$ cat config.mk
export PLATFORM = sky130hd
export DESIGN_NAME = kmf_ram
export DESIGN_NICKNAME = d
export VERILOG_FILES = /design/src/rtl/assert_macros.svh /design/src/rtl/kmf_ram.sv
export SDC_FILE = /design/constraint.sdc
export NUM_CORES = 1
export LEC_CHECK = 0
export BUFFER_PORTS_ARGS = -buffer_cell sky130_fd_sc_hd__clkbuf_2
export CAP_MARGIN = 15
export CORE_UTILIZATION = 55
export CTS_CLUSTER_DIAMETER = 150
export CTS_CLUSTER_SIZE = 10
export DETAILED_ROUTE_END_ITERATION = 8
export HOLD_SLACK_MARGIN = 0.03
export PLACE_DENSITY = 0.8
export SLEW_MARGIN = 20
export SYNTH_ARGS = -nofsm -noshare
export SYNTH_HDL_FRONTEND = slang
export SYNTH_SLANG_ARGS = --single-unit
export TNS_END_PERCENT = 30
$ cat constraint.sdc
create_clock -name clk -period 5 [get_ports clk]
set_clock_uncertainty 0.1 [all_clocks]
set_input_delay 1 -clock clk [delete_from_list [all_inputs] [get_ports clk]]
set_output_delay 1 -clock clk [all_outputs]
set_load 0.03 [all_outputs]
$ cat src/rtl/assert_macros.svh
// Assertion macros used by the keyword mask filter top level.
`ifndef ASSERT_MACROS_SVH
`define ASSERT_MACROS_SVH

// The consequent must hold in the same cycle as the antecedent.
`define ASSERT_IMPLY(label, clk, rst_n, ante, cons, msg) \
    label: assert property (@(posedge clk) disable iff (!rst_n) (ante) |-> (cons)) \
        else $error(msg);

// The consequent must hold in the cycle after the antecedent.
`define ASSERT_NEXT(label, clk, rst_n, ante, cons, msg) \
    label: assert property (@(posedge clk) disable iff (!rst_n) (ante) |=> (cons)) \
        else $error(msg);

`endif

$ cat src/rtl/kmf_ram.sv
// Generic single-write, single-read RAM with registered read data.
`default_nettype none
module kmf_ram #(
    parameter int WIDTH = 8,
    parameter int DEPTH = 16
) (
    input  wire logic                                  clk,
    input  wire logic                                  we,
    input  wire logic [(DEPTH > 1 ? $clog2(DEPTH) : 1)-1:0] waddr,
    input  wire logic [WIDTH-1:0]                      wdata,
    input  wire logic [(DEPTH > 1 ? $clog2(DEPTH) : 1)-1:0] raddr,
    output logic      [WIDTH-1:0]                      rdata
);

    logic [WIDTH-1:0] mem [0:DEPTH-1];

    always_ff @(posedge clk)
    begin
        if (we)
        begin
            mem[waddr] <= wdata;
        end
        rdata <= mem[raddr];
    end

endmodule
`default_nettype wire

# Yosys cells after proc, flatten, opt, wreduce, memory -nomap -nowiden
# Memory sizes are Yosys's and may differ from the RTL's. A register that Yosys moved wholly into a read port is not among the register bits.
# Cells that the tools add are included.
dict set report word_totals {
  memories 1
  input_bits 18
  rom_bits 0
  ff_bits 0
  wordCells 3
  latchBits 0
  ramBits 128
}
dict set report op_classes {
  n_div 0
  bitwise_logic 0
  n_lt_le_gt_ge 0
  n_reduce_logical 0
  muxes 2
  shift 0
  multipliers 0
  n_addsub 0
  n_eq_ne 0
}
# name words word_bits rd rd_clocked_by_memory_dff write_ports line_no
set mem_list {}
lappend mem_list {mem 16 8 1 1 1 kmf_ram.sv:15} ;# logic [WIDTH-1:0] mem [0:DEPTH-1];
# operator n
set op_table {}
lappend op_table {{$mux W1} 2}

# Depth between registers and ports, before layout
# Gate-level depths: netlist (run 1).
dict set report logic_depth {
  depth_word 2
  depth_mapped 5
  ltp_nobuf 3
}

# Worst setup path before layout (run 1)
# Ideal clock, no wire load.
dict set report synth_path {
  path_type {input to register}
  startpoint {input port waddr[2] in the netlist's numbering}
  endpoint {memory mem[0][0], enable pin}
  t_arrival_ns 2.110
  slack_ns 2.407
  path_buffers 0
  required_ns 4.517
  path_stages 2
  path_cell_list {or3b_2 > nor3_1}
}
# element line_no
set synth_rtl {}
lappend synth_rtl {{from (decl)} kmf_ram.sv:9} ;# input wire logic [(DEPTH > 1 ? $clog2(DEPTH) : 1)-1:0] waddr,
lappend synth_rtl {{to (decl)} kmf_ram.sv:15}
# No word-level cell before the write port.

==> results.ini, run 1 <==
[synthesis]
yosys_warnings=0
ys_top_cells_by_area=edfxtp_1 75%, mux4_2 7.9%, mux4_1 7.1%, dfxtp_1 3.1%, a22oi_1 2.3%
ys_seq_elements=136
syn-num-nets=247
syn_avg_cell_area_sq_um=22.5
synth_top_area_share_pct=74.7
netlist_top_cells_count=128 x edfxtp_1, 18 x mux4_2, 16 x a22oi_1
synth.most_common_cell=edfxtp_1
async_reset_ff_share_pct=0
netlist.top_cell.by_area=edfxtp_1
synth_area_sq_um=5150
seq_area_frac_synth_pct=77.8
synthFlopType=edfxtp_1
synth_edf_count=128
ys_types=19
synth_cells=229

[final_layout]
antennaDiodeCount=0
fin_area_sq_um=6000
fill_cells=525
syn_to_final_growth_pct=16.6
drive_gt1_share_pct=28.1
fin_nets=285
fin_util_pct=67.5

[timing]
fin_crit_sh_pct=51.3
worst_pin_slew_ns=0.926
setup_tns_ns=0
fmax_ghz=0.390
grt_setup_unrepaired=no
layout_min_cycle_time_ns=2.57
setup_viol=0
relSlewSlack_pct=38.0
finalHoldViolations=0
slew_violations=0

[critical_path]
endpoint_kind=flip-flop
startpoint_type=primary input
worstPathRequired_ns=5.30
timing.reg2reg.setup_slack_ns=3.52
crit_type=in -> reg
arrival_ns=2.86
worstPathMaxFanout=20

[floorplanning]
die_area_sq_um=9750
die_h_um=98.7
die_width_um=98.7
io-pin-count=26
rows=34
core_sq_um=8890
start_util_pct=57.9

[status]
outcome=finished clean

[global_routing]
grt_usage_pct=22.4
grt_pass1_vias=2521
overflow=0
grt_max_degree=33
antenna_found_initial=0
grt_pass1_wl_um=15000

[clock_tree]
htreeDepth=4
root_buffer=clkbuf_8
cts_tree=yes
cts.sinks=136
clkLatencyLatePin_ns=0.51
path_clk_slew_ns=0.06
cts_buffer_depth=2
post_cts_buffers=0
hold_buffers=0
cts_buffers=17
ctsResizeCount=0

[placement]
dpl-instance-area_sq_um=5360
place.gp.congestion=0.711
portBuffers=25
place_hpwl_um=5690

[drt]
drtPass1Iterations=4
drtIter0Drc=232
wirelength_um=9760
wl_per_cell_um=25.3
viasPerCell=6.29
drc=0
vias=2429
ant_nets=0

[job]
drv_cap=0

[power]
worst_ir_drop_vdd_mv=0.274
powerDensity_nw_per_um2=461
cellLeakagePower_nw=2.03

[min_path]
hold_class=reg -> reg

[cell usage in the layout (no fill, tap or decap), drive strengths merged]
cell type,count
clkinv,4
nor2,13
buf,4
bufinv,6
nand2b,2
nor3,4
dfxtp,8
nand3b,2
nand3,1
clkbuf,43
and2b,1
nor2b,1
and2,1
mux4,32
edfxtp,128
or3b,1
a22oi,16
clkinvlp,2
nand2,9
[worst max-delay path, cell delays in order]
cell	delay, ns
clkbuf_2	0.57
buf_4	0.38
mux4_1	0.60
a22oi_1	0.22
nand2_1	0.08
[through the flow]
step / instances / hold WS (ns) / setup slack (ns) / power (W)
after floorplan: 229 / 0.529 / 2.41 / 0.00138
after global placement: 356 / 0.557 / 1.86 / 0.00143
after detailed placement: 356 / 0.577 / 1.90 / 0.00143
after CTS: 386 / 0.595 / 2.43 / 0.00278
after global routing: 386 / 0.617 / 2.31 / 0.00284
final: 386 / 0.588 / 2.43 / 0.00277
[layout make-up]
class / count / area [sq um] / area share (%)
clock inverter: 12 / 226 / 3.77
multi-input combinational: 83 / 1060 / 17.7
clock buffer: 18 / 418 / 6.96
tap: 108 / 135 / 2.25
sequential: 136 / 4000 / 66.7
timing repair buffer: 29 / 155 / 2.59
[layer usage]
layer / up-vias / global-route usage [%] / share of wire, %
li1: 1055 / - / -
met1: 1249 / 30.7 / 40
met2: 116 / 35.3 / 51
met3: 9 / 6.52 / 7.9
met4: 0 / 7.46 / 0.83
met5: - / 0 / 0
[sequential cells by signal, summed over array words and instances (netlist names)]
name,flops
mem,128
rdata,8
[final timing paths]
check / depth (start not counted) / from / end
setup / recovery: 5 / raddr[0] / rdata[5]$_DFF_P_
hold / removal: 3 / mem[7][2]$_DFFE_PP_ / rdata[2]$_DFF_P_
setup reg to reg: 3 / mem[9][5]$_DFFE_PP_ / rdata[5]$_DFF_P_
hold reg to reg: 3 / mem[7][2]$_DFFE_PP_ / rdata[2]$_DFF_P_
[power by group]
| part | leakage [nW] | total [W] | switching [W] | internal, W |
|---|---|---|---|---|
| clock | 0.307 | 0.00136 | 0.000453 | 0.000906 |
| combinational | 0.496 | 0.000123 | 0.0000767 | 0.0000461 |
| sequential | 1.22 | 0.00128 | 0.00000971 | 0.00128 |
| total | 2.03 | 0.00277 | 0.000539 | 0.00223 |
[cell families after synthesis]
logic type	after synthesis	share of synthesized area [%]
mux	32	15.0
simple gates	35	3.18
flops	136	77.8
buf+inv	10	1.68
compound gates	16	2.33
Note: power is estimated with default switching activity, not from simulation.
==> run 2: changes to the inputs <==
--- a/config.mk
+++ b/config.mk
@@ -5,6 +5,7 @@
 export SDC_FILE = /design/constraint.sdc
 export NUM_CORES = 1
 export LEC_CHECK = 0
+export ABC_AREA = 1
 export BUFFER_PORTS_ARGS = -buffer_cell sky130_fd_sc_hd__clkbuf_2
 export CAP_MARGIN = 15
 export CORE_UTILIZATION = 55
@@ -12,7 +13,7 @@
 export CTS_CLUSTER_SIZE = 10
 export DETAILED_ROUTE_END_ITERATION = 8
 export HOLD_SLACK_MARGIN = 0.03
-export PLACE_DENSITY = 0.8
+export PLACE_DENSITY = 0.79
 export SLEW_MARGIN = 20
 export SYNTH_ARGS = -nofsm -noshare
 export SYNTH_HDL_FRONTEND = slang
==> constraint.sdc (replaced) <==
create_clock -name clk -period 2.4 [get_ports clk]
set_clock_uncertainty 0.1 [all_clocks]
set_input_delay 0.48 -clock clk [delete_from_list [all_inputs] [get_ports clk]]
set_output_delay 0.48 -clock clk [all_outputs]
set_load 0.03 [all_outputs]
==> run 2 against run 1 <==
Die area increased by 12%. Synthesized cell count increased by 140%. Flip-flop and latch count unchanged. Via count increased by 61%. Clock-buffer cell count unchanged. Sequential share of layout area decreased by 5.9 points. First-iteration DRC count increased by 67%. Worst setup slack got worse by 1.7 ns. Critical endpoint is now rdata[3]. Largest power group is now registers. Register-to-register slack got worse by 2.3 ns. Largest cell class unchanged. Core utilization decreased by 3.2 points.
==> results.ini, run 2 <==
[critical_path]
worstPathMaxFanout=1
path_cells=clkbuf_2
worstPathRequired_ns=1.82
startpoint_type=flip-flop
critPathBufInv=1
arrival_ns=1.10
crit_type=reg -> out
endpoint_kind=output port
critPathSlowestCell=dfxtp_1
crit_family=flip-flops
slowest_delay_ns=0.36

[power]
cellLeakagePower_nw=2.85
pwr-share-seq_pct=47.9
worst_ir_drop_vdd_mv=0.673
design_power_total_w=0.00557
combPwrFrac_pct=6.3
powerDensity_nw_per_um2=847
power.share.clock_pct=45.8
switching_share_pct=22.3
intPower_w=0.00433
p_sw_w=0.00124

[final_layout]
syn_to_final_growth_pct=14.1
largest_registers=mem x128, rdata x8
most-common-layout-cells=173 x nand2_1, 128 x edfxtp_1, 100 x inv_1
drive_gt1_share_pct=11.4
max_flop_register=mem
multiInputGateArea_sq_um=1210
regArea_sq_um=4000
largest_reg_flops=128
fin_nets=600
mostFrequentLayoutCell=nand2_1
fill_cells=747
antennaDiodeCount=0

[synthesis]
ys_types=12
yosys_warnings=0
netlist_top_cells_count=173 x nand2_1, 128 x edfxtp_1, 100 x inv_1
synth_cells=551
synth_area_sq_um=5770
ys_seq_elements=136
seq_area_frac_synth_pct=69.4
synth_edf_count=128
netlist.top_cell.by_area=edfxtp_1
synth_top_area_share_pct=66.7
syn_avg_cell_area_sq_um=10.5
ys_top_cells_by_area=edfxtp_1 67%, nand2_1 11%, nand3_1 8.4%, inv_1 6.5%, dfxtp_1 2.8%
async_reset_ff_share_pct=0
syn-num-nets=569
synthFlopType=edfxtp_1
synth.most_common_cell=nand2_1

[placement]
place_hpwl_um=7530
pre_cts_slack_ns=0.509
portBuffers=25
place.gp.congestion=0.828

[clock_tree]
cts_tree=yes
clkLatencyLatePin_ns=0.52
post_cts_buffers=0
cts_buffers=17
ctsResizeCount=0
htreeDepth=4
cts.sinks=136
path_clk_slew_ns=0.06
hold_buffers=0
cts_buffer_depth=2
root_buffer=clkbuf_8

[global_routing]
grt_max_degree=45
antenna_found_initial=0
grt_usage_pct=24.9
grt_pass1_wl_um=19900
overflow=0
grt_pass1_vias=3713

[drt]
drtPass1Iterations=5
ant_nets=0
drtIter0Drc=387
vias=3903
wl_per_cell_um=17.4
wirelength_um=12700
viasPerCell=5.34
drc=0

[status]
outcome=finished clean

[min_path]
hold_class=in -> reg

[timing]
worst_pin_slew_ns=0.728
finalHoldViolations=0
grt_setup_unrepaired=no
layout_min_cycle_time_ns=1.68
setup_tns_ns=0
fmax_ghz=0.597
fin_crit_sh_pct=69.8
relSlewSlack_pct=51.3
slew_violations=0
setup_viol=0
timing.hold.ws_ns=0.251
fin_ws_ns=0.725

[job]
drv_cap=0

[floorplanning]
rows=37
die_width_um=104
start_util_pct=56.4
die_area_sq_um=10900
io-pin-count=26
core_sq_um=10200
die_h_um=104

run 2: metrics by stage:
| stage | cell area [sq um] | std cells | utilization [%] |
|---|---|---|---|
| final | 6580 | 731 | 64.3 |
| after CTS | 6580 | 731 | 64.3 |
| after global routing | 6580 | 731 | 64.3 |
| after floorplan | 5770 | 551 | - |
| after global placement | 5990 | 699 | 58.6 |
| after detailed placement | 5990 | 699 | 58.6 |
run 2: cell type report:
cell class	instances	share of cell area (%)
inverters	102	5.82
clock inverters	14	2.61
repair buffers	36	3.35
flip-flops and latches	136	60.8
multi-input cells	289	18.4
clock buffers	18	6.35
well taps	136	2.59
run 2: power by group through the flow:
stage	Sequential [W]	Clock (W)	Combinational, W
2_1_floorplan	0.00275	0	0.000187
3_3_place_gp	0.00272	0	0.000329
3_5_place_dp	0.00272	0	0.000339
4_1_cts	0.00267	0.00257	0.000346
5_1_grt	0.00268	0.00268	0.000380
6_report	0.00267	0.00255	0.000349
run 2: worst register-to-register path, delay by kind of cell (launching register included):
family	cells	cell delay, ns
simple gates	5	0.53
flops	1	0.37
buf+inv	1	0.08
run 2: cells by family after synthesis:
family        count (synthesis)  synth area share (%)
simple gates                289                  21.0
flops                       136                  69.4
buf+inv                     126                  9.52
run 2: final timing paths:
path / from / to / slack (ns) / depth (start not counted)
max reg2reg: mem[12][0]$_DFFE_PP_ / rdata[0]$_DFF_P_ / 1.21 / 6
min reg2reg: mem[7][4]$_DFFE_PP_ / rdata[4]$_DFF_P_ / 0.58 / 6
min: raddr[3] / rdata[3]$_DFF_P_ / 0.25 / 3
max: rdata[3]$_DFF_P_ / rdata[3] / 0.72 / 1
run 2: layer usage:
metal	GRT usage [%]	routed length, um	vias up
met4	10.8	323	0
met2	38.7	6250	205
li1	-	-	1837
met1	34.1	5090	1836
met3	5.20	1030	25
met5	0	0	-
==> run 3: changes to the inputs <==
==> constraint.sdc (replaced) <==
create_clock -name clk -period 1.7 [get_ports clk]
set_clock_uncertainty 0.1 [all_clocks]
set_input_delay 0.34 -clock clk [delete_from_list [all_inputs] [get_ports clk]]
set_output_delay 0.34 -clock clk [all_outputs]
set_load 0.03 [all_outputs]
==> run 3 against run 2 <==
Design area up 1.9%. Via count up 4.5%. Non-clock buffer count up 14. Sequential power up 41%. Clock-buffer cell count up 7. Combinational power up 45%. First-iteration DRC count up 0.52%.
==> results.ini, run 3 (synthesis gave the netlist of run 2 again) <==
[power]
powerDensity_nw_per_um2=1180
cellLeakagePower_nw=2.95
worst_ir_drop_vdd_mv=0.729

[global_routing]
grt_max_degree=45
grt_pass1_wl_um=20600
grt_usage_pct=25.8
grt_pass1_vias=3920
antenna_found_initial=0
overflow=0

[clock_tree]
root_buffer=clkbuf_8
path_clk_slew_ns=0.06
hold_buffers=0
htreeDepth=4
cts.sinks=136
cts_tree=yes
cts_buffers=17
ctsResizeCount=0
clkLatencyLatePin_ns=0.53
post_cts_buffers=0
cts_buffer_depth=2

[critical_path]
worstPathRequired_ns=1.26
slowest_delay_ns=0.34
worstPathMaxFanout=1
r2r_cells=6
timing.reg2reg.setup_slack_ns=0.54
crit_type=reg -> out
critPathSlowestCell=dfxtp_1
worstReg2RegStart=mem[8][0]$_DFFE_PP_
endpoint_kind=output port
r2r-end=rdata[0]$_DFF_P_
path_cells=clkbuf_2
path_depth=1
crit_family=flip-flops
arrival_ns=1.08
critPathBufInv=1
startpoint_type=flip-flop

[floorplanning]
io-pin-count=26
die_area_sq_um=10900
rows=37
start_util_pct=56.4
core_sq_um=10200
die_width_um=104
die_h_um=104

[placement]
placed_cells=713
place.gp.congestion=0.832
portBuffers=25
dpl-instance-area_sq_um=6110
place_hpwl_um=7950

[final_layout]
fill_cells=720
mostFrequentLayoutCell=nand2_1
antennaDiodeCount=0
largest_registers=mem x128, rdata x8
max_flop_register=mem
drive_gt1_share_pct=13.5
fin_area_sq_um=6700
fin_cells=745
syn_to_final_growth_pct=16.2
largest_reg_flops=128
most-common-layout-cells=173 x nand2_1, 128 x edfxtp_1, 100 x inv_1
fin_nets=614

[timing]
worst_pin_slew_ns=0.598
relSlewSlack_pct=60.1
fin_crit_sh_pct=89.4
fmax_ghz=0.658
setup_viol=0
slew_violations=0
setup_tns_ns=0
layout_min_cycle_time_ns=1.52
finalHoldViolations=0
grt_setup_unrepaired=no

[drt]
viasPerCell=5.47
drc=0
drtPass1Iterations=6
vias=4077
drtIter0Drc=389
wl_per_cell_um=17.5
ant_nets=0
wirelength_um=13000

[min_path]
hold_class=in -> reg
hold_start=raddr[3]
holdPathEnd=rdata[6]$_DFF_P_
whs_path_depth=3

[status]
outcome=finished clean

[job]
drv_cap=0

-- run 3: cell count changes in the layout (fill, tap and decap cells not counted), sizes merged --
cell and change:
bufinv -1, inv -3, clkinvlp -3, clkbuf +7, buf +14
-- run 3: through the flow --
stage	power, W	setup WS (ns)	util, %	hold slack, ns
floorplan	0.00414	0.309	-	0.339
global placement	0.00432	0.151	59.7	0.533
detailed placement	0.00434	0.130	59.7	0.566
CTS	0.00790	0.167	65.5	0.0679
global route	0.00807	0.154	65.5	0.0881
finish	0.00789	0.180	65.5	0.0847
-- run 3: layout make-up --
class / count / area [sq um] / share of cell area (%)
clock buffer: 25 / 504 / 7.52
clock inverter: 7 / 90.1 / 1.34
inverter: 102 / 383 / 5.71
multi-input combinational: 289 / 1210 / 18.1
sequential: 136 / 4000 / 59.7
tap: 136 / 170 / 2.54
timing repair buffer: 50 / 338 / 5.04
-- run 3: worst max-delay path by stage --
stage | startpoint | endpoint | slack [ns]
CTS | rdata[7]$_DFF_P_ | rdata[7] | 0.17
global placement | raddr[0] | rdata[3]$_DFF_P_ | 0.15
detailed placement | raddr[0] | rdata[2]$_DFF_P_ | 0.13
global route | rdata[7]$_DFF_P_ | rdata[7] | 0.15
finish | rdata[5]$_DFF_P_ | rdata[5] | 0.18
floorplan | waddr[2] | mem[10][0]$_DFFE_PP_ | 0.31
-- run 3: metal layers --
layer / part of all wire, % / GRT usage, % / up-vias
li1: - / - / 1864
met1: 40 / 32.9 / 1926
met2: 48 / 40.6 / 248
met3: 8.2 / 5.64 / 39
met4: 4.0 / 15.7 / 0
met5: 0 / 0 / -
-- run 3: where the power goes --
group	internal, W	switching [W]	total (W)
Combinational	0.000142	0.000364	0.000506
Clock	0.00231	0.00130	0.00361
Sequential	0.00375	0.0000239	0.00377
-- run 3: worst register-to-register path: cells and delay by family, from the launching register on --
family | cells | cell delay, ns
buffers and inverters | 1 | 0.08
and+or+nand+nor | 5 | 0.50
DFF | 1 | 0.37
